<file path="src/sv/b3pcs_pkg.sv">
// Shared constants, types and arithmetic helpers for the base-3 product carry statistics block.
package b3pcs_pkg;

   localparam int MAX_DIGITS      = 16;
   localparam int DIGIT_W         = 2;
   localparam int VALUE_W         = 26;
   localparam int DIGIT_COUNT_W   = 5;
   localparam logic [DIGIT_COUNT_W-1:0] DIGIT_COUNT_RESET = 5'd11;
   localparam logic [DIGIT_COUNT_W-1:0] DIGIT_COUNT_MIN   = 5'd2;
   localparam logic [DIGIT_COUNT_W-1:0] DIGIT_COUNT_MAX   = DIGIT_COUNT_W'(MAX_DIGITS);

   // convolution positions 0 .. 2K-2, split into two half sums over the x digits
   localparam int CONV_LEN        = 2 * MAX_DIGITS - 1;
   localparam int HALF_DIGITS     = MAX_DIGITS / 2;
   localparam int HALF_W          = $clog2(4 * (MAX_DIGITS - HALF_DIGITS) + 1);

   // carries 0 .. 2K+2 are searched, the chain runs up to the widest K
   localparam int MAX_TOP         = 2 * MAX_DIGITS + 2;
   localparam int CARRY_W         = 6;
   localparam int POS_W           = 6;
   localparam int SUM_W           = 7;
   localparam int STEPS_PER_STAGE = 7;
   localparam int CHAIN_STAGES    = (MAX_TOP + STEPS_PER_STAGE - 1) / STEPS_PER_STAGE;

   localparam int PAIR_W          = 48;
   localparam int CSUM_W          = 54;
   localparam logic [PAIR_W-1:0] PAIRS_MAX = '1;
   localparam logic [CSUM_W-1:0] CSUM_MAX  = '1;

   // floor(v/3) = (v * ceil(2^27/3)) >> 27 for any 26-bit v
   localparam int DIV3_SHIFT = 27;
   localparam logic [VALUE_W-1:0] DIV3_RECIP = 26'd44739243;
   // floor(v/3) = (v * 43) >> 7 for any 7-bit v
   localparam int DIV3_SMALL_SHIFT = 7;
   localparam logic [5:0] DIV3_SMALL_RECIP = 6'd43;

   typedef logic [MAX_DIGITS-1:0][DIGIT_W-1:0] digit_arr_type;
   typedef logic [CONV_LEN-1:0][HALF_W-1:0]    half_arr_type;
   typedef logic [MAX_TOP:0][CARRY_W-1:0]      carry_arr_type;

   typedef struct packed {
      logic valid;
      logic clear;
   } ctl_type;

   typedef struct packed {
      logic               counted;
      logic [CARRY_W-1:0] below;
      logic [POS_W-1:0]   top;
   } pair_result_type;

   function automatic logic [VALUE_W-1:0] div3_value(input logic [VALUE_W-1:0] v);
      logic [2*VALUE_W-1:0] prod;
      prod = (2*VALUE_W)'(v) * (2*VALUE_W)'(DIV3_RECIP);
      return VALUE_W'(prod[2*VALUE_W-1:DIV3_SHIFT]);
   endfunction

   function automatic logic [DIGIT_W-1:0] mod3_rest(input logic [VALUE_W-1:0] v,
                                                    input logic [VALUE_W-1:0] q);
      logic [VALUE_W-1:0] r;
      r = v - (q << 1) - q;
      return r[DIGIT_W-1:0];
   endfunction

   function automatic logic [CARRY_W-1:0] div3_small(input logic [SUM_W-1:0] v);
      logic [SUM_W+5:0] prod;
      prod = (SUM_W+6)'(v) * (SUM_W+6)'(DIV3_SMALL_RECIP);
      return prod[SUM_W+5:DIV3_SMALL_SHIFT];
   endfunction

endpackage

</file>
<file path="src/sv/b3pcs_carry_chain.sv">
// Digit convolution, staged base-3 carry chain and top-carry search.
module b3pcs_carry_chain
   import b3pcs_pkg::*;
(
   input  logic                     clock,
   input  logic                     reset,
   input  logic                     advance,
   input  logic [DIGIT_COUNT_W-1:0] digit_k,
   input  ctl_type                  in_ctl,
   input  digit_arr_type            in_dx,
   input  digit_arr_type            in_dy,
   output ctl_type                  out_ctl,
   output pair_result_type          out_res
);

   // convolution stage
   ctl_type         conv_ctl_ff;
   half_arr_type    lo_ff;
   half_arr_type    hi_ff;
   half_arr_type    lo_in;
   half_arr_type    hi_in;
   digit_arr_type   dx_m;
   digit_arr_type   dy_m;

   // chain stages
   ctl_type         chain_ctl_ff [CHAIN_STAGES];
   carry_arr_type   carry_ff     [CHAIN_STAGES];
   half_arr_type    chain_lo_ff  [CHAIN_STAGES-1];
   half_arr_type    chain_hi_ff  [CHAIN_STAGES-1];
   ctl_type         src_ctl      [CHAIN_STAGES];
   carry_arr_type   src_carry    [CHAIN_STAGES];
   half_arr_type    src_lo       [CHAIN_STAGES];
   half_arr_type    src_hi       [CHAIN_STAGES];
   carry_arr_type   carry_in     [CHAIN_STAGES];

   // search stage
   ctl_type         res_ctl_ff;
   pair_result_type res_ff;
   pair_result_type res_in;

   always_comb begin
      logic [2:0] prod;
      lo_in = '0;
      hi_in = '0;
      for (int i = 0; i < MAX_DIGITS; i++) begin
         dx_m[i] = (DIGIT_COUNT_W'(i) < digit_k) ? in_dx[i] : '0;
         dy_m[i] = (DIGIT_COUNT_W'(i) < digit_k) ? in_dy[i] : '0;
      end
      // each position gathers at most eight terms per half
      for (int i = 0; i < MAX_DIGITS; i++) begin
         for (int j = 0; j < MAX_DIGITS; j++) begin
            prod = 3'(dx_m[i]) * 3'(dy_m[j]);
            if (i < HALF_DIGITS) lo_in[i+j] = lo_in[i+j] + HALF_W'(prod);
            else                 hi_in[i+j] = hi_in[i+j] + HALF_W'(prod);
         end
      end
   end

   always_comb begin
      logic [SUM_W-1:0] acc;
      int p;
      src_ctl[0]   = conv_ctl_ff;
      src_carry[0] = '0;
      src_lo[0]    = lo_ff;
      src_hi[0]    = hi_ff;
      for (int c = 1; c < CHAIN_STAGES; c++) begin
         src_ctl[c]   = chain_ctl_ff[c-1];
         src_carry[c] = carry_ff[c-1];
         src_lo[c]    = chain_lo_ff[c-1];
         src_hi[c]    = chain_hi_ff[c-1];
      end
      // positions past the convolution just keep dividing the carry by 3
      for (int c = 0; c < CHAIN_STAGES; c++) begin
         carry_in[c] = src_carry[c];
         for (int t = 0; t < STEPS_PER_STAGE; t++) begin
            p = c * STEPS_PER_STAGE + t;
            if (p < MAX_TOP) begin
               acc = SUM_W'(carry_in[c][p]);
               if (p < CONV_LEN) begin
                  acc = acc + SUM_W'(src_lo[c][p]) + SUM_W'(src_hi[c][p]);
               end
               carry_in[c][p+1] = div3_small(acc);
            end
         end
      end
   end

   // highest nonzero carry; the carry above it is zero by construction,
   // since the first carry past position 2K+2 is at most 1/3 and so zero
   always_comb begin
      res_in = '0;
      for (int p = 1; p <= MAX_TOP; p++) begin
         if (carry_ff[CHAIN_STAGES-1][p] != '0) begin
            res_in.top   = POS_W'(p);
            res_in.below = carry_ff[CHAIN_STAGES-1][p-1];
         end
      end
      res_in.counted = (res_in.top != '0);
   end

   always_ff @(posedge clock) begin
      if (reset) begin
         conv_ctl_ff <= '0;
         for (int c = 0; c < CHAIN_STAGES; c++) chain_ctl_ff[c] <= '0;
         res_ctl_ff  <= '0;
      end else if (advance) begin
         conv_ctl_ff <= in_ctl;
         for (int c = 0; c < CHAIN_STAGES; c++) chain_ctl_ff[c] <= src_ctl[c];
         res_ctl_ff  <= chain_ctl_ff[CHAIN_STAGES-1];
      end
   end

   always_ff @(posedge clock) begin
      if (advance) begin
         lo_ff <= lo_in;
         hi_ff <= hi_in;
         for (int c = 0; c < CHAIN_STAGES; c++) carry_ff[c] <= carry_in[c];
         for (int c = 0; c < CHAIN_STAGES - 1; c++) begin
            chain_lo_ff[c] <= src_lo[c];
            chain_hi_ff[c] <= src_hi[c];
         end
         res_ff <= res_in;
      end
   end

   assign out_ctl = res_ctl_ff;
   assign out_res = res_ff;

endmodule

</file>
<file path="config.mk">
export PLATFORM = sky130hd
export DESIGN_NAME = b3pcs_carry_chain
export DESIGN_NICKNAME = d
export VERILOG_FILES = /design/src/sv/b3pcs_pkg.sv /design/src/sv/b3pcs_carry_chain.sv
export SDC_FILE = /design/constraint.sdc
export NUM_CORES = 2
export LEC_CHECK = 0
export ABC_AREA = 1
export BUFFER_PORTS_ARGS = -buffer_cell sky130_fd_sc_hd__buf_2
export CORE_AREA = 4 4 666 503
export CTS_CLUSTER_SIZE = 28
export DETAILED_ROUTE_END_ITERATION = 7
export DIE_AREA = 0 0 670 507
export PLACE_DENSITY_LB_ADDON = 0.15
export SLEW_MARGIN = 20
export SYNTH_ARGS = -nofsm -noshare
export SYNTH_HDL_FRONTEND = slang
export SYNTH_SLANG_ARGS = --single-unit
</file>
<file path="constraint.sdc">
create_clock -name clock -period 35 [get_ports clock]
set_input_delay 5.25 -clock clock [delete_from_list [all_inputs] [get_ports clock]]
set_output_delay 5.25 -clock clock [all_outputs]
set_load 0.01 [all_outputs]
</file>
# Yosys cells after proc, flatten, opt, wreduce, memory -nomap -nowiden
# Memory sizes are Yosys's and may differ from the RTL's. A register that Yosys moved wholly into a read port is not among the register bits.
# Cells that the tools add are included.
# classes
n_lt_le_gt_ge	16
reduce_logical	35
n_bitwise	5
multipliers	290
muxes	77
addsub	264
# op_table
operator	count
$mul 2x2->3	256
$add 6x3->6	96
$mux 12	34
$mul 7x6->13 const B	30
$reduce_bool 6->1	35
$add 5x3->6	34
$add 6x6->7	29
$add 4x3->5	38
$add 3x3->4	42
$add 7x6->7	24
$mux 2	37
$lt 4x5->1 const A	8
$lt 3x5->1 const A	4
$mul 6x6->12 const B	1
$mul 5x6->11 const B	1
$lt 1x5->1 const A	2
$lt 2x5->1 const A	2
$mul 4x6->10 const B	1
$mul 3x6->9 const B	1
$add 2x6->7	1
$mux 1	6
$or 1x1->1	5
# word_totals
ramBits	2548
output_inout_bits	15
in_bits	74
mem_count	4
register_bits	279
# memory_table
memory	words	word_bits	rd	rd_clocked_by_memory_dff	write_ports	line	rtl
carry_ff	5	210	5	0	5	b3pcs_carry_chain.sv:27	carry_arr_type carry_ff [CHAIN_STAGES];
chain_hi_ff	4	186	4	0	4	b3pcs_carry_chain.sv:29	half_arr_type chain_hi_ff [CHAIN_STAGES-1];
chain_lo_ff	4	186	4	0	4	b3pcs_carry_chain.sv:28	half_arr_type chain_lo_ff [CHAIN_STAGES-1];
chain_ctl_ff	5	2	5	1	5	b3pcs_carry_chain.sv:26	ctl_type chain_ctl_ff [CHAIN_STAGES];

# Logic depth before layout (Yosys ltp)
# An unclocked memory read counts as a cell.
# logic_depth
depth_word	37
depth_mapped	167
depth_no_buf	167

# Worst setup path after synthesis
# OpenSTA, ideal clock, no wires.
# synth_path
kind	reg-to-reg
start	mem chain_lo_ff[1][87] in the netlist's numbering
end	mem carry_ff[0][551] in the netlist's numbering (data pin)
path_buffers	0
stages_incl_launch_ff	157
setup_ns	0.258
arrival_time_ns	30.852
required_time_ns	34.742
path_slack_ns	3.891
cell_sequence	edfxtp_1 > fa_1 > ha_1 > a21oi_1 > inv_1 > a31oi_1 > o21ai_0 > a21o_1 > xnor2_1 > inv_1 > ha_1 > inv_1 > fa_1 > fa_1 > inv_1 > ha_1 > a21oi_1 > nand2_1 > [121 not listed] > ha_1 > inv_1 > fa_1 > fa_1 > inv_1 > ha_1 > a21oi_1 > inv_1 > a21oi_1 > inv_1 > a21oi_1 > inv_1 > a21oi_1 > inv_1 > a21oi_1 > inv_1 > a21oi_1 > xnor2_1
# synth_lines
element	line
start, declared	b3pcs_carry_chain.sv:28
end, declared	b3pcs_carry_chain.sv:27

==> impl_metrics.prom <==
# TYPE chip_impl_metric gauge
chip_impl_info{name="outcome",value="complete, no violations"} 1
chip_impl_metric{name="synth_cell_types",unit=""} 50
chip_impl_metric{name="timing.final.crit_period",unit="ns"} 32.58
chip_impl_metric{name="route.vias.total",unit=""} 60000
chip_impl_metric{name="sequential_element_share_of_the_synthesized_area",unit=""} 0.396
chip_impl_info{name="tritoncts_clock_tree",value="yes"} 1
chip_impl_metric{name="dieWidth",unit="um"} 670
chip_impl_metric{name="antenna_left",unit=""} 0
chip_impl_metric{name="drv_cap",unit=""} 0
chip_impl_metric{name="crit_fanout",unit=""} 4
chip_impl_metric{name="detail_route.vias_per_cell",unit=""} 4.44
chip_impl_info{name="timing.rr.start",value="chain_lo_ff[1][87]"} 1
chip_impl_metric{name="synthesis.nets",unit=""} 11200
chip_impl_metric{name="clkSinkCount",unit=""} 1295
chip_impl_metric{name="finalHoldViolCount",unit=""} 0
chip_impl_metric{name="antenna_found_initial",unit=""} 51
chip_impl_info{name="yosys_most_used_dff",value="edfxtp_1"} 1
chip_impl_metric{name="worst_pin_slew",unit="ns"} 1.25
chip_impl_metric{name="placed_area",unit="um^2"} 104000
chip_impl_metric{name="overflow",unit=""} 0
chip_impl_info{name="crit_path_start_kind",value="flop"} 1
chip_impl_metric{name="critical_path.max_stage_delay",unit="ns"} 0.55
chip_impl_metric{name="grt_max_degree",unit=""} 160
chip_impl_metric{name="num_io_pins",unit=""} 89
chip_impl_metric{name="final_design_area_no_fill",unit="um^2"} 110000
chip_impl_metric{name="final-instance-count-excl-fill",unit=""} 13500
chip_impl_metric{name="rows",unit=""} 182
chip_impl_info{name="rsz0062_at_grt",value="no"} 1
chip_impl_info{name="clock_root_buffer",value="clkbuf_16"} 1
chip_impl_metric{name="wire_per_inst",unit="um"} 19.7
chip_impl_metric{name="fmaxAchievable",unit="MHz"} 30.7
chip_impl_info{name="worst_setup_path_end_kind",value="flop"} 1
chip_impl_metric{name="floorplan.core_area",unit="um^2"} 327000
chip_impl_metric{name="grt_first_pass_wirelength",unit="mm"} 396
chip_impl_info{name="hp-start",value="lo_ff[95]"} 1
chip_impl_metric{name="ys_seq_elements",unit=""} 1295
chip_impl_metric{name="cts_hold_buffers",unit=""} 0
chip_impl_metric{name="grt_pass1_vias",unit=""} 61800
chip_impl_metric{name="cts_buffer_depth",unit=""} 4
chip_impl_metric{name="yosysWarningCount",unit=""} 0
chip_impl_metric{name="clock_latency",unit="ns"} 0.87
chip_impl_metric{name="post_synth_instance_area",unit="um^2"} 98100
chip_impl_info{name="path_common_cell",value="inv_1"} 1
chip_impl_metric{name="totalNegativeSetupSlack",unit="ns"} 0
chip_impl_metric{name="groute.usage.overall",unit=""} 0.156
chip_impl_info{name="worst_path_slowest_cell",value="fa_1"} 1
chip_impl_metric{name="hpwlAfterDp",unit="mm"} 206
chip_impl_metric{name="die-area",unit="um^2"} 340000
chip_impl_info{name="layout_common_cells",value="1,947 x inv_1, 1,547 x ha_1, 1,291 x edfxtp_1, 954 x nor2_1, 772 x fa_1"} 1
chip_impl_metric{name="ys_async_sr_fraction",unit=""} 0
chip_impl_metric{name="cts.reportedPaths.clkPinSlew",unit="ns"} 0.06
chip_impl_metric{name="cts_buffers",unit=""} 154
chip_impl_metric{name="worst_clock_skew",unit="ns"} 0.100
chip_impl_metric{name="finalSetupViolations",unit=""} 0
chip_impl_metric{name="synth_edf_count",unit=""} 1291
chip_impl_metric{name="drt_drc_violations_left",unit=""} 0
chip_impl_metric{name="die_height",unit="um"} 507
chip_impl_metric{name="synth_area_per_cell",unit="um^2"} 11.1
chip_impl_metric{name="detailedRoute.firstIterationViolations",unit=""} 4091
chip_impl_info{name="layout.cells.most_common",value="inv_1"} 1
chip_impl_metric{name="cts_htree_levels",unit=""} 4
chip_impl_info{name="worst_hold_path_type",value="reg -> reg"} 1
chip_impl_info{name="setup.worst_path.start",value="chain_lo_ff[1][87]"} 1
chip_impl_metric{name="maxSlewHeadroom",unit=""} 0.167
chip_impl_metric{name="finalWeightedCongestion",unit=""} 0.882
chip_impl_metric{name="layout.nets",unit=""} 11500
chip_impl_metric{name="syn_inst",unit=""} 8853
chip_impl_metric{name="port_buffers",unit=""} 88
chip_impl_metric{name="postRouteWirelength",unit="mm"} 266
chip_impl_info{name="criticalPathCategory",value="reg -> reg"} 1
chip_impl_metric{name="areaGrowthSynthToFinish",unit="%"} 11.7
chip_impl_metric{name="total_count_of_max_transition_violations_in_the_final_report",unit=""} 0
chip_impl_metric{name="hold_slack",unit="ns"} 0.377
chip_impl_metric{name="floorplan.initialDensity",unit=""} 0.300
chip_impl_metric{name="data_arrival_at_the_endpoint_of_the_critical_path",unit="ns"} 33.15
chip_impl_metric{name="layout-drive-gt1-share",unit=""} 0.0532
chip_impl_metric{name="firstDrtPassIters",unit=""} 6
chip_impl_metric{name="dpl.cell_count",unit=""} 13200
chip_impl_metric{name="timing.final.crit_share",unit=""} 0.931
chip_impl_metric{name="worst-endpoint-required",unit="ns"} 35.58
## worst paths after layout
| kind | to | slack [ns] | depth (start not counted) |
|---|---|---|---|
| max reg2reg | carry_ff[0][551] | 2.42 | 156 |
| max | carry_ff[0][551] | 2.42 | 156 |
| min | chain_lo_ff[0][95] | 0.38 | 0 |
| min reg2reg | chain_lo_ff[0][95] | 0.38 | 0 |
## cell usage after synthesis (2+ instances only)
cell type  instances  area [um^2]
clkbuf_1         138          518
nor2_2             2         12.5
nor4_1             3         18.8
xor2_2             2         32.5
a31oi_1           10         62.6
a211oi_1          15          113
and3_1            29          181
xor2_1           254         2220
nand2_1          759         2850
inv_2              3         11.3
nand3_1          103          515
xnor2_1          326         2860
dfxtp_1            4         80.1
fa_1             772        15500
nand4_1           20          125
o21a_1            79          593
inv_1           1950         7320
a21o_1           101          758
nor2_1           960         3600
nand2_2            5         31.3
ha_1            1547        19400
o21ai_0           52          260
nand3b_1           8         60.1
o21ai_1            2         10.0
edfxtp_1        1291        38800
or2_2              6         37.5
and2_1             8         50.1
buf_1              7         26.3
a21oi_1          307         1540
o21bai_1          19          143
o211ai_1          17          128
buf_2             10         50.1
nand3_2            2         20.0
a21boi_0           2         15.0
clkinv_1          11         41.3
nor3_1            15         75.1
## logic make-up after synthesis
family,Yosys count,share of synthesized area
adders and majority gates,2319,0.355
xor gates and xnor gates,583,0.0523
DFF,1295,0.396
and+or+nand+nor,1928,0.0781
buffers and inverters,2119,0.0812
AOI/OAI and AO/OA,609,0.0374
## through the flow
stage,setup slack (ns),util
after floorplan,3.89,-
after global placement,1.29,0.318
after detailed placement,1.32,0.318
after CTS,1.21,0.334
after global routing,0.0151,0.334
final,2.42,0.334
## cell type report
class	instances	area [um^2]
timing repair buffer	211	1390
fill	32800	218000
inverter	1964	7370
clock inverter	81	981
multi-input combinational	5439	51400
tap	4324	5410
clock buffer	183	4050
antenna	14	35.0
sequential	1295	38800
## routing by layer
| metal | up-vias | share of wire | routed length [um] | global-route usage |
|---|---|---|---|---|
| met5 | - | 0.00027 | 71 | 0 |
| met4 | 12 | 0.027 | 7240 | 0.0427 |
| met3 | 392 | 0.068 | 18100 | 0.0377 |
| met2 | 1504 | 0.44 | 116000 | 0.239 |
| met1 | 29300 | 0.47 | 124000 | 0.219 |
| li1 | 28800 | - | - | - |
## state kept, by name, summed over array words and instances (netlist names)
name,cells
hi_ff,124
chain_hi_ff,284
out_res,13
chain_lo_ff,143
carry_ff,593
conv_ctl_ff,2
chain_ctl_ff,10
lo_ff,124
out_ctl,2
## worst max-delay path, delay by kind of cell, from the launching register on
family / cells / cell delay [ns]
and+or+nand+nor: 14 / 1.01
AOI/OAI and AO/OA: 53 / 9.36
adders and majority gates: 42 / 16.78
buffers and inverters: 33 / 2.23
DFF: 1 / 0.40
xor gates and xnor gates: 14 / 2.53
## repair_timing
action / CTS / global route
setup endpoints to repair: 0 / 8
buffers inserted: 0 / 4
gates resized for setup: 0 / 25
hold endpoints to repair: 0 / 0
Power is not shown: default switching activity piles up to over one toggle a cycle in this logic, so the estimate is an artifact.
