**config.mk**
```make
export PLATFORM = sky130hd
export DESIGN_NAME = b3pcs_totals
export DESIGN_NICKNAME = d
export VERILOG_FILES = /design/src/sv/b3pcs_pkg.sv /design/src/sv/b3pcs_totals.sv
export SDC_FILE = /design/constraint.sdc
export NUM_CORES = 1
export LEC_CHECK = 0
export BUFFER_PORTS_ARGS = -buffer_cell sky130_fd_sc_hd__buf_2
export CORE_MARGIN = 4
export CORE_UTILIZATION = 50
export CTS_CLUSTER_DIAMETER = 50
export DETAILED_ROUTE_END_ITERATION = 16
export GPL_TIMING_DRIVEN = 1
export PLACE_DENSITY = 0.73
export SYNTH_ARGS = -nofsm -noshare
export SYNTH_HDL_FRONTEND = slang
export SYNTH_SLANG_ARGS = --single-unit
```
**constraint.sdc**
```tcl
create_clock -name clock -period 6.2 [get_ports clock]
set_input_delay 1.24 -clock clock [delete_from_list [all_inputs] [get_ports clock]]
set_output_delay 1.24 -clock clock [all_outputs]
set_load 0.02 [all_outputs]
```
**src/sv/b3pcs_pkg.sv**
```systemverilog
// Shared constants, types and arithmetic helpers for the base-3 product carry statistics block.
package b3pcs_pkg;

   localparam int MAX_DIGITS      = 16;
   localparam int DIGIT_W         = 2;
   localparam int VALUE_W         = 26;
   localparam int DIGIT_COUNT_W   = 5;
   localparam logic [DIGIT_COUNT_W-1:0] DIGIT_COUNT_RESET = 5'd11;
   localparam logic [DIGIT_COUNT_W-1:0] DIGIT_COUNT_MIN   = 5'd2;
   localparam logic [DIGIT_COUNT_W-1:0] DIGIT_COUNT_MAX   = DIGIT_COUNT_W'(MAX_DIGITS);

   // convolution positions 0 .. 2K-2, split into two half sums over the x digits
   localparam int CONV_LEN        = 2 * MAX_DIGITS - 1;
   localparam int HALF_DIGITS     = MAX_DIGITS / 2;
   localparam int HALF_W          = $clog2(4 * (MAX_DIGITS - HALF_DIGITS) + 1);

   // carries 0 .. 2K+2 are searched, the chain runs up to the widest K
   localparam int MAX_TOP         = 2 * MAX_DIGITS + 2;
   localparam int CARRY_W         = 6;
   localparam int POS_W           = 6;
   localparam int SUM_W           = 7;
   localparam int STEPS_PER_STAGE = 7;
   localparam int CHAIN_STAGES    = (MAX_TOP + STEPS_PER_STAGE - 1) / STEPS_PER_STAGE;

   localparam int PAIR_W          = 48;
   localparam int CSUM_W          = 54;
   localparam logic [PAIR_W-1:0] PAIRS_MAX = '1;
   localparam logic [CSUM_W-1:0] CSUM_MAX  = '1;

   // floor(v/3) = (v * ceil(2^27/3)) >> 27 for any 26-bit v
   localparam int DIV3_SHIFT = 27;
   localparam logic [VALUE_W-1:0] DIV3_RECIP = 26'd44739243;
   // floor(v/3) = (v * 43) >> 7 for any 7-bit v
   localparam int DIV3_SMALL_SHIFT = 7;
   localparam logic [5:0] DIV3_SMALL_RECIP = 6'd43;

   typedef logic [MAX_DIGITS-1:0][DIGIT_W-1:0] digit_arr_type;
   typedef logic [CONV_LEN-1:0][HALF_W-1:0]    half_arr_type;
   typedef logic [MAX_TOP:0][CARRY_W-1:0]      carry_arr_type;

   typedef struct packed {
      logic valid;
      logic clear;
   } ctl_type;

   typedef struct packed {
      logic               counted;
      logic [CARRY_W-1:0] below;
      logic [POS_W-1:0]   top;
   } pair_result_type;

   function automatic logic [VALUE_W-1:0] div3_value(input logic [VALUE_W-1:0] v);
      logic [2*VALUE_W-1:0] prod;
      prod = (2*VALUE_W)'(v) * (2*VALUE_W)'(DIV3_RECIP);
      return VALUE_W'(prod[2*VALUE_W-1:DIV3_SHIFT]);
   endfunction

   function automatic logic [DIGIT_W-1:0] mod3_rest(input logic [VALUE_W-1:0] v,
                                                    input logic [VALUE_W-1:0] q);
      logic [VALUE_W-1:0] r;
      r = v - (q << 1) - q;
      return r[DIGIT_W-1:0];
   endfunction

   function automatic logic [CARRY_W-1:0] div3_small(input logic [SUM_W-1:0] v);
      logic [SUM_W+5:0] prod;
      prod = (SUM_W+6)'(v) * (SUM_W+6)'(DIV3_SMALL_RECIP);
      return prod[SUM_W+5:DIV3_SMALL_SHIFT];
   endfunction

endpackage

```
**src/sv/b3pcs_totals.sv**
```systemverilog
// Output register with the saturating pair count and carry sum.
module b3pcs_totals
   import b3pcs_pkg::*;
(
   input  logic                clock,
   input  logic                reset,
   input  logic                advance,
   input  ctl_type             in_ctl,
   input  pair_result_type     in_res,
   output logic                out_valid,
   output logic                out_counted,
   output logic [CARRY_W-1:0]  out_below,
   output logic [POS_W-1:0]    out_top,
   output logic [PAIR_W-1:0]   out_pair_total,
   output logic [CSUM_W-1:0]   out_carry_sum
);

   logic                valid_ff;
   pair_result_type     res_ff;
   logic [PAIR_W-1:0]   pair_total_ff;
   logic [PAIR_W-1:0]   pair_total_in;
   logic [CSUM_W-1:0]   carry_sum_ff;
   logic [CSUM_W-1:0]   carry_sum_in;
   logic                take;

   assign take = advance && in_ctl.valid;

   always_comb begin
      logic [PAIR_W:0]   pair_next;
      logic [CSUM_W:0]   sum_next;
      logic [PAIR_W-1:0] pair_base;
      logic [CSUM_W-1:0] sum_base;
      pair_base = in_ctl.clear ? '0 : pair_total_ff;
      sum_base  = in_ctl.clear ? '0 : carry_sum_ff;
      pair_next = {1'b0, pair_base} + (PAIR_W+1)'(1);
      sum_next  = {1'b0, sum_base} + (CSUM_W+1)'(in_res.below);
      pair_total_in = pair_base;
      carry_sum_in  = sum_base;
      if (in_res.counted) begin
         // a carry out of the top bit means the total hit its ceiling
         pair_total_in = pair_next[PAIR_W] ? PAIRS_MAX : pair_next[PAIR_W-1:0];
         carry_sum_in  = sum_next[CSUM_W]  ? CSUM_MAX  : sum_next[CSUM_W-1:0];
      end
   end

   always_ff @(posedge clock) begin
      if (reset) begin
         valid_ff      <= 1'b0;
         pair_total_ff <= '0;
         carry_sum_ff  <= '0;
      end else begin
         if (advance) valid_ff <= in_ctl.valid;
         if (take) begin
            pair_total_ff <= pair_total_in;
            carry_sum_ff  <= carry_sum_in;
         end
      end
   end

   always_ff @(posedge clock) begin
      if (take) res_ff <= in_res;
   end

   assign out_valid      = valid_ff;
   assign out_counted    = res_ff.counted;
   assign out_below      = res_ff.below;
   assign out_top        = res_ff.top;
   assign out_pair_total = pair_total_ff;
   assign out_carry_sum  = carry_sum_ff;

`ifndef SYNTHESIS
   a_count_step: assert property (@(posedge clock) disable iff (reset)
      (take && !in_ctl.clear && in_res.counted && pair_total_ff != PAIRS_MAX)
      |=> pair_total_ff == $past(pair_total_ff) + PAIR_W'(1))
      else $error("pair count did not step by one on a counted item");
   a_hold_idle: assert property (@(posedge clock) disable iff (reset)
      !take |=> $stable(pair_total_ff) && $stable(carry_sum_ff))
      else $error("totals moved without an item");
   a_hold_uncounted: assert property (@(posedge clock) disable iff (reset)
      (take && !in_ctl.clear && !in_res.counted)
      |=> $stable(pair_total_ff) && $stable(carry_sum_ff))
      else $error("totals moved on an uncounted item");
   a_sum_grows: assert property (@(posedge clock) disable iff (reset)
      (take && !in_ctl.clear) |=> carry_sum_ff >= $past(carry_sum_ff))
      else $error("carry sum went down without a clear");
`endif

endmodule

```
Word-level counts from Yosys, hierarchy flattened:

Cells that the tools add are included.

* flip-flop bits (word level): 116
* latch bits: 0
* memory bits (writable): 0
* ROM bits: 0
* input port bits: 18
* output and inout port bits: 116
* logic and storage cells: 15
* memories: 0

* add/sub/neg operators: 2
* multipliers: 0
* div/mod/pow operators: 0
* order comparisons: 0
* equality and inequality tests: 0
* shift operators: 0
* muxes and demuxes: 6
* bitwise logic cells: 0
* reduce and logical (&&, ||, !) cells: 1

Operators with widths (count)
* $mux W54: 3
* $mux W48: 3
* $add A54 B6 Y55: 1
* $add A48 B1 Y49 const B: 1
* $logic_and A1 B1 Y1: 1

Longest topological paths before layout:

Gate-level depths: netlist (run 1).

* depth after elaboration: 4
* depth in mapped cells: 15

Worst setup path before layout (run 1):

OpenSTA, ideal clock, no wires.

* path kind: input port to flip-flop
* from: in in_ctl[0] (netlist name)
* to: reg carry_sum_ff[17] (netlist: out_carry_sum[17])
* arrival time: 3.994 ns
* slack: 2.132 ns
* stages on the path: 13
* buffers on the path: 5
* cell sequence: buf_6 > buf_6 > clkbuf_1 > buf_1 > buf_1 > nor2b_1 > ha_1 > nor2_1 > or2_1 > nor3_2 > nand3_1 > or4_1 > a31oi_1

* cells in the longest elaborated chain, start to end: 4

RTL lines
* from (decl): line b3pcs_totals.sv:8 `input ctl_type in_ctl,`
* $mux W54 (*): line b3pcs_totals.sv:34 `sum_base = in_ctl.clear ? '0 : carry_sum_ff;`
* $add A54 B6 Y55: line b3pcs_totals.sv:36 `sum_next = {1'b0, sum_base} + (CSUM_W+1)'(in_res.below);`
* $mux W54: line b3pcs_totals.sv:42 `carry_sum_in = sum_next[CSUM_W] ? CSUM_MAX : sum_next[CSUM_W-1:0];`
* $mux W54 (*): line b3pcs_totals.sv:39 `if (in_res.counted) begin`
* to (signal assigned): line b3pcs_totals.sv:55 `carry_sum_ff <= carry_sum_in;`
* to (decl): line b3pcs_totals.sv:22 `logic [CSUM_W-1:0] carry_sum_ff;`

Every way passes the cells marked *; elsewhere a longest branch is shown, timed or not.
A chain may end at the register's enable or synchronous reset.

Worst setup path after layout (run 1):

* from: in in_ctl[0] (netlist name)
* to: reg carry_sum_ff[28] (netlist: out_carry_sum[28])

The elaborated chain is that of the path after synthesis.

==> results by group, run 1 <==
Drt
  – Post-Route WL: 23810 microns
  – Pre-antenna DRT Iters: 6
  – Drc violations: 0
  – Antenna Nets Post-Route: 0
  – DR iter-0 viols: 1082
  – DR vias: 7918
  – Routed len/inst: 20.02 microns
  – Vias per cell: 6.659

Placed design
  – # port buffers: 133
  – DP Area: 7908 sq um
  – Dpl hpwl: 15770 microns
  – Routability cong.: 0.9071

STA
  – Worst-margin pin slew: 0.9637 ns
  – Max-slew violations: 0
  – Rel. slew slack: 0.3526
  – Min Clock Period, post-route: 3.891 ns
  – TNS Setup: 0 ns
  – Final setup vio count: 0
  – Worst Clk Skew: 0.004182 ns
  – F_max: 0.2570 GHz
  – Final Hold Fails: 0
  – Unrepaired setup endpoints after global routing: no
  – Crit share post-route: 0.6276

Critical path
  – CP Class: in2reg
  – Crit path max fanout: 35
  – Critical Path AT: 4.21 ns
  – Critical Path RT: 6.51 ns
  – Critical path capture point type: flip-flop
  – Worst setup SP type: input pin

Clocking
  – Worst-skew pair later-pin latency: 0.42 ns
  – Clock transition at path regs: 0.05 ns
  – Bufs on Longest Clock Path: 2
  – H-tree levels: 4
  – Number of CTS-inserted buffers: 17
  – Hold buffer count at cts: 0
  – Post-CTS setup buffer count: 0
  – Clock sinks: 116
  – CTS tree: built
  – Number of gates resized after CTS: 0
  – CTS root buf: clkbuf_16

Synth
  – Area share of the largest cell type after synthesis: 0.2831
  – Mapped Avg Cell Area: 8.111 sq um
  – Cells after synthesis: 898
  – Synthesized flop and latch total: 116
  – Yosys synthesis warning count: 0
  – Asr flop ratio synth: 0
  – Top_reg_cell synth: dfxtp_1
  – Post-synthesis net count: 924
  – Post-synthesis sequential area ratio: 0.3367
  – Post-Syn Area: 7283 sq um
  – Synth unique cells: 94
  – Top post-synthesis cells by area: dfxtp_1 (28%), a21oi_1 (5.4%), o21ai_0 (5.4%)
  – Number of synthesized flops with an enable pin: 13
  – Synth area leader: dfxtp_1

Worst hold path
  – HP Class: reg2reg

GRT
  – Initial antenna violation count: 0
  – Aggregate global routing overflow: 0
  – First-pass GRT wire length: 37520 microns
  – Overall global routing resource usage: 0.2801
  – Pin count of the biggest net entering global routing: 63
  – Number of global-route vias before repair: 7186

Power
  – Pwr dens: 231.4 nW/um^2
  – Static Leak: 3.344 nW
  – Worst vdd ir: 0.1693 mV

Die
  – Die Y: 128.7 microns
  – Die Wd: 128.7 microns
  – FP Rows: 43
  – Die Area: 16560 sq um
  – Starting density of the core: 0.5167
  – Core ar.: 14100 sq um
  – Ports: 134

Cells and area
  – Share of layout cells above drive strength 1: 0.2210
  – Final Util: 0.6061
  – Fin area: 8543 sq um
  – Inserted Diodes: 0
  – Area grow syn2layout: 17.30%
  – Nets@finish: 1022

Run status
  – Status: complete, no violations

Run
  – Max-cap viol count: 0
-- through the flow --
step                      std cells  hold slack, ns  setup WS [ns]  power (mW)
after floorplan                 898          0.5430          2.132      0.8907
after global placement         1157          0.4597          2.119      0.9294
after detailed placement       1157          0.4717          1.979      0.9312
after CTS                      1189          0.4808          2.406       1.984
after global routing           1189          0.5186          2.223       2.034
final                          1189          0.4786          2.309       1.977
-- routing by layer --
layer  vias to the layer above  part of all wire  GRT usage
met5                         -                 0          0
met4                         0             0.021     0.1032
met3                        59             0.092    0.05396
met2                       477              0.46     0.4473
met1                      3726              0.42     0.3775
li1                       3656                 -          -
-- cell usage in the layout (no fill, tap or decap), drive strengths merged, types with 5 or more instances in the layout --
cell type  netlist  routed
inv             19      19
o32ai            8       8
nand4b           5       5
nor3            55      55
nor4            21      21
nor2b           12      12
a21o             5       5
nor2            67      67
a211oi          16      16
a41oi           12      12
and2             9       9
nand4           38      38
clkinv           1       5
dfxtp          103     103
o31ai            6       6
a31oi           40      40
and4b            6       6
edfxtp          13      13
a21oi           80      80
o21ai           81      81
and4            15      15
nand3           35      35
clkbuf          41      20
o21a            13      13
and3            27      27
buf             20     141
ha               7       7
nor4b           11      11
nand2           66      66
-- layout make-up --
cell class              instances  area [sq um]
clock buffers                  20         457.9
repair buffers                141         728.2
inverters                      20         75.07
multi-input cells             700          4427
clock inverters                12         177.7
fillers                      1287          5553
well taps                     180         225.2
flip-flops and latches        116          2452
-- final timing paths --
path                       endpoint  depth (start not counted)              from  slack (ns)
hold / removal            out_valid                          2         out_valid        0.48
setup / recovery  out_carry_sum[28]                         10         in_ctl[0]        2.31
hold reg to reg           out_valid                          2         out_valid        0.48
setup reg to reg  out_carry_sum[29]                          9  out_carry_sum[0]        3.13
-- power breakdown --
| group | switching (mW) | total, mW | internal [mW] |
|---|---|---|---|
| clock | 0.363 | 1.06 | 0.695 |
| combinational | 0.104 | 0.145 | 0.0416 |
| sequential | 0.00422 | 0.773 | 0.769 |
-- cells by family (layout without fill, tap and decap cells) --
logic type               count (synthesis)  after routing  share of synthesized area
adder cells (fa/ha/maj)                  8              8                    0.01477
multiplexers                             4              4                   0.005498
AND/OR/NAND/NOR                        391            391                     0.3285
buffers and inverters                   82            193                    0.05600
flip-flops                             116            116                     0.3367
AO/OA/AOI/OAI                          293            293                     0.2537
XOR/XNOR                                 4              4                   0.004811
-- state kept, by name (all words and copies together) (netlist names) --
| name | cells |
|---|---|
| out_top | 6 |
| out_valid | 1 |
| out_below | 6 |
| out_carry_sum | 54 |
| out_pair_total | 48 |
| out_counted | 1 |
-- Yosys cell counts (all sizes together) (6+ instances only) --
cell type / instances
a211oi: 16
a21oi: 80
a31oi: 40
a41oi: 12
and2: 9
and3: 27
and4: 15
and4b: 6
buf: 20
clkbuf: 41
dfxtp: 103
edfxtp: 13
ha: 7
inv: 19
nand2: 66
nand3: 35
nand4: 38
nor2: 67
nor2b: 12
nor3: 55
nor4: 21
nor4b: 11
o21a: 13
o21ai: 81
o31ai: 6
o32ai: 8
-- critical path, stage by stage --
cell	delay, ns
buf_4	0.34
nor2b_1	0.13
ha_1	0.25
fa_1	0.41
a21oi_1	0.29
o21ai_1	0.28
nand3_4	0.31
o31a_1	0.59
o21ai_0	0.18
o211a_1	0.17
Power figures use the tool's default switching activity.
==> run 2: changes to the inputs <==
ABC_AREA = 1   (was unset)
PLACE_DENSITY = 0.74   (was 0.73)
clock period = 3.2 ns   (was 6.2 ns; I/O delays follow)
==> run 2 against run 1 <==
  * Clock skew rose by 0.0063 ns
  * Sequential cell count did not move
  * Final area rose by 18%
  * Setup slack got worse by 1.7 ns
  * Synthesized cell count rose by 63%
  * Combinational power rose to 4.2 times the previous value
  * Clock power rose by 81%
  * Power rose by 110%
  * First-iteration DRC count fell by 13%
  * Critical path type unchanged
==> results by group, run 2 <==
Critical path
  – Critical Path RT: 3.56 ns (-2.95 ns)
  – CP Class: in2reg
  – Critical path capture point type: flip-flop
  – Critical path capture point: out_carry_sum[25]
  – Reg-to-reg slack, setup: 0.77 ns (-2.36 ns)
  – Worst r2r src: out_carry_sum[5]
  – Worst reg-to-reg path cell count: 14 (+5)
  – Critical Path AT: 2.98 ns (-1.23 ns)
  – RR Endpoint: out_carry_sum[39]
  – Worst setup path start: in_ctl[0]
  – Crit path max fanout: 79 (+130%)
  – Worst setup SP type: input pin

STA
  – Final Hold Fails: 0 (unchanged)
  – Rel. slew slack: 0.5950 (+0.2424)
  – Max-slew violations: 0 (unchanged)
  – Worst-margin pin slew: 0.6068 ns (-0.3569 ns)
  – Worst Clk Skew: 0.01045 ns (+0.006265 ns)
  – Min Clock Period, post-route: 2.612 ns
  – Final setup vio count: 0 (unchanged)
  – F_max: 0.3828 GHz
  – Setup ws final: 0.5879 ns (-1.721 ns)
  – Unrepaired setup endpoints after global routing: no
  – TNS Setup: 0 ns (unchanged)
  – Crit share post-route: 0.8163

Drt
  – Vias per cell: 5.256 (-21%)
  – Routed len/inst: 15.38 microns (-23%)
  – Antenna Nets Post-Route: 0 (unchanged)
  – Post-Route WL: 28030 microns (+18%)
  – DR vias: 9576 (+21%)
  – Pre-antenna DRT Iters: 5 (-1)
  – Drc violations: 0 (unchanged)
  – DR iter-0 viols: 942 (-13%)

GRT
  – Initial antenna violation count: 0 (unchanged)
  – Aggregate global routing overflow: 0 (unchanged)
  – Pin count of the biggest net entering global routing: 80 (+27%)
  – Number of global-route vias before repair: 8916 (+24%)
  – Overall global routing resource usage: 0.2816 (+0.001486)
  – First-pass GRT wire length: 45150 microns (+20%)

Clocking
  – CTS root buf: clkbuf_16
  – Worst-skew pair later-pin latency: 0.43 ns (about the same)
  – Post-CTS setup buffer count: 0 (unchanged)
  – Hold buffer count at cts: 0 (unchanged)
  – Number of CTS-inserted buffers: 17 (unchanged)
  – CTS tree: built
  – Clock transition at path regs: 0.06 ns (about the same)
  – Bufs on Longest Clock Path: 2 (unchanged)
  – Clock sinks: 116 (unchanged)
  – Number of gates resized after CTS: 0 (unchanged)
  – H-tree levels: 4 (unchanged)

Synth
  – Largest family of logic cells by synthesized area: simple AND/OR/NAND/NOR gates
  – Cells after synthesis: 1467 (+63%)
  – Asr flop ratio synth: 0 (unchanged)
  – Post-synthesis sequential area ratio: 0.2818 (-0.05490)
  – Top_reg_cell synth: dfxtp_1
  – Synth Area in XOR/XNOR: 0.04630 (+0.04149)
  – Simple-Gate Fraction of Synth Area: 0.4358 (+0.1073)
  – Compound-Gate Fraction of Synth Area: 0.08871 (-0.1650)
  – Post-synth top cells: nand2_1 (344), nor2_1 (300), inv_1 (219)
  – Post-Synth Adder-Cell Area: 0.01237 (-0.002409)
  – Post-synthesis mux area share: 0 (-0.005497)
  – Top post-synthesis cells by area: dfxtp_1 (24%), nand2_1 (15%), nor2_1 (13%)
  – Count leader, synth: nand2_1
  – Synth area leader: dfxtp_1
  – Area share of the largest cell type after synthesis: 0.2370 (-0.04616)
  – Synthesized flop and latch total: 116 (unchanged)
  – Post-synthesis net count: 1493 (+62%)
  – Yosys synthesis warning count: 0 (unchanged)
  – Synth unique cells: 41 (-56%)
  – Mapped Avg Cell Area: 5.932 sq um (-27%)
  – Post-Syn Area: 8702 sq um (+19%)
  – Number of synthesized flops with an enable pin: 13 (unchanged)

Die
  – Core ar.: 16820 sq um (+19%)
  – FP Rows: 47 (+9.3%)
  – Starting density of the core: 0.5174 (+0.0007208)
  – Die Area: 19580 sq um (+18%)
  – Die Y: 139.9 microns (+8.7%)
  – Ports: 134 (unchanged)
  – Die Wd: 139.9 microns (+8.7%)

Cells and area
  – Inserted Diodes: 0 (unchanged)
  – Commonest non-fill, non-tap cell in the layout: nand2_1
  – Most frequent cells in the layout: nand2_1 (341), nor2_1 (300), inv_1 (217)
  – Share of layout cells above drive strength 1: 0.1598 (-0.06121)
  – Nets@finish: 1615 (+58%)
  – Max reg flops: 54 (unchanged)
  – Non-filler instance count after layout: 1822 (+53%)
  – Area grow syn2layout: 16.33%

Power
  – Internal power: 2.893 mW (+92%)
  – Clock share of power: 0.459 (-0.076)
  – Worst vdd ir: 0.3781 mV (+120%)
  – Sequential share of power: 0.396 (+0.005)
  – Static Leak: 4.688 nW (+40%)
  – Combinational Power Share: 0.145 (+0.072)
  – NetSw: 1.297 mW (+180%)
  – Pwr dens: 413.9 nW/um^2 (+79%)
  – Pwr Total: 4.190 mW (+110%)
  – Switch share: 0.3095 (+0.07116)

Placed design
  – # port buffers: 133 (unchanged)
  – Routability cong.: 0.9567 (+5.5%)
  – Post-Place Cells: 1790 (+55%)
  – Pre-CTS setup slack: 0.1916 ns (-1.787 ns)
  – Dpl hpwl: 20330 microns (+29%)

Worst hold path
  – HP Class: in2reg

Run
  – Max-cap viol count: 0 (unchanged)

Run status
  – Status: complete, no violations
## run 2: final cells by class
cell class	instances	area, sq um
Fill cell	1729	6695
Timing Repair Buffer	156	863.3
Tap cell	220	275.3
Clock buffer	17	425.4
Sequential cell	116	2452
Clock inverter	15	157.7
Multi-Input combinational cell	1074	5102
Inverter	224	847.1
## run 2: power groups by stage
| stage | combinational, mW | sequential, mW | clock [mW] |
|---|---|---|---|
| final | 0.606 | 1.66 | 1.92 |
| after global routing | 0.669 | 1.67 | 2.01 |
| after CTS | 0.606 | 1.66 | 1.94 |
| after detailed placement | 0.603 | 1.69 | 0 |
| after global placement | 0.593 | 1.69 | 0 |
| after floorplan | 0.325 | 1.77 | 0 |
## run 2: how the worst min path moves through the flow
stage | slack [ns] | end | cells after the start | startpoint
floorplan | 0.54 | out_valid | 2 | out_valid
global placement | 0.45 | out_valid | 2 | out_valid
detailed placement | 0.45 | out_valid | 2 | out_valid
CTS | 0.38 | out_top[5] | 1 | in_res[5]
global route | 0.37 | out_top[5] | 1 | in_res[5]
finish | 0.39 | out_top[3] | 1 | in_res[3]
## run 2: routing by layer
layer  track usage  routed length, microns  vias to the layer above
met5             0                       0                        -
met4        0.1122                     968                        0
met3       0.04840                    1784                       59
met2        0.4857                   13470                      345
met1        0.3499                   11800                     4348
li1              -                       -                     4824
## run 2: critical path, stage by stage
cell and delay, ns:
buf_2 0.17, inv_6 0.11, buf_12 0.34, nand2_1 0.20, nor2_2 0.22, nand2_2 0.10
nor2_2 0.17, nand3_2 0.14, nor2_4 0.17, nand4_2 0.37, nand2_1 0.19, nor2_1 0.05
nor2_1 0.08
## run 2: cell families (layout without fill, tap and decap cells)
family / after synthesis / in the layout
buffers and inverters: 277 / 412
DFF: 116 / 116
xor gates and xnor gates: 46 / 46
and+or+nand+nor: 869 / 869
AOI/OAI and AO/OA: 151 / 151
adders and majority gates: 8 / 8
## run 2: stage by stage
step	hold slack, ns	area (sq um)	utilization
after CTS	0.3786	10120	0.6019
after global routing	0.3735	10120	0.6019
after detailed placement	0.4502	9540	0.5673
after global placement	0.4460	9540	0.5673
final	0.3871	10120	0.6019
after floorplan	0.5356	8746	-
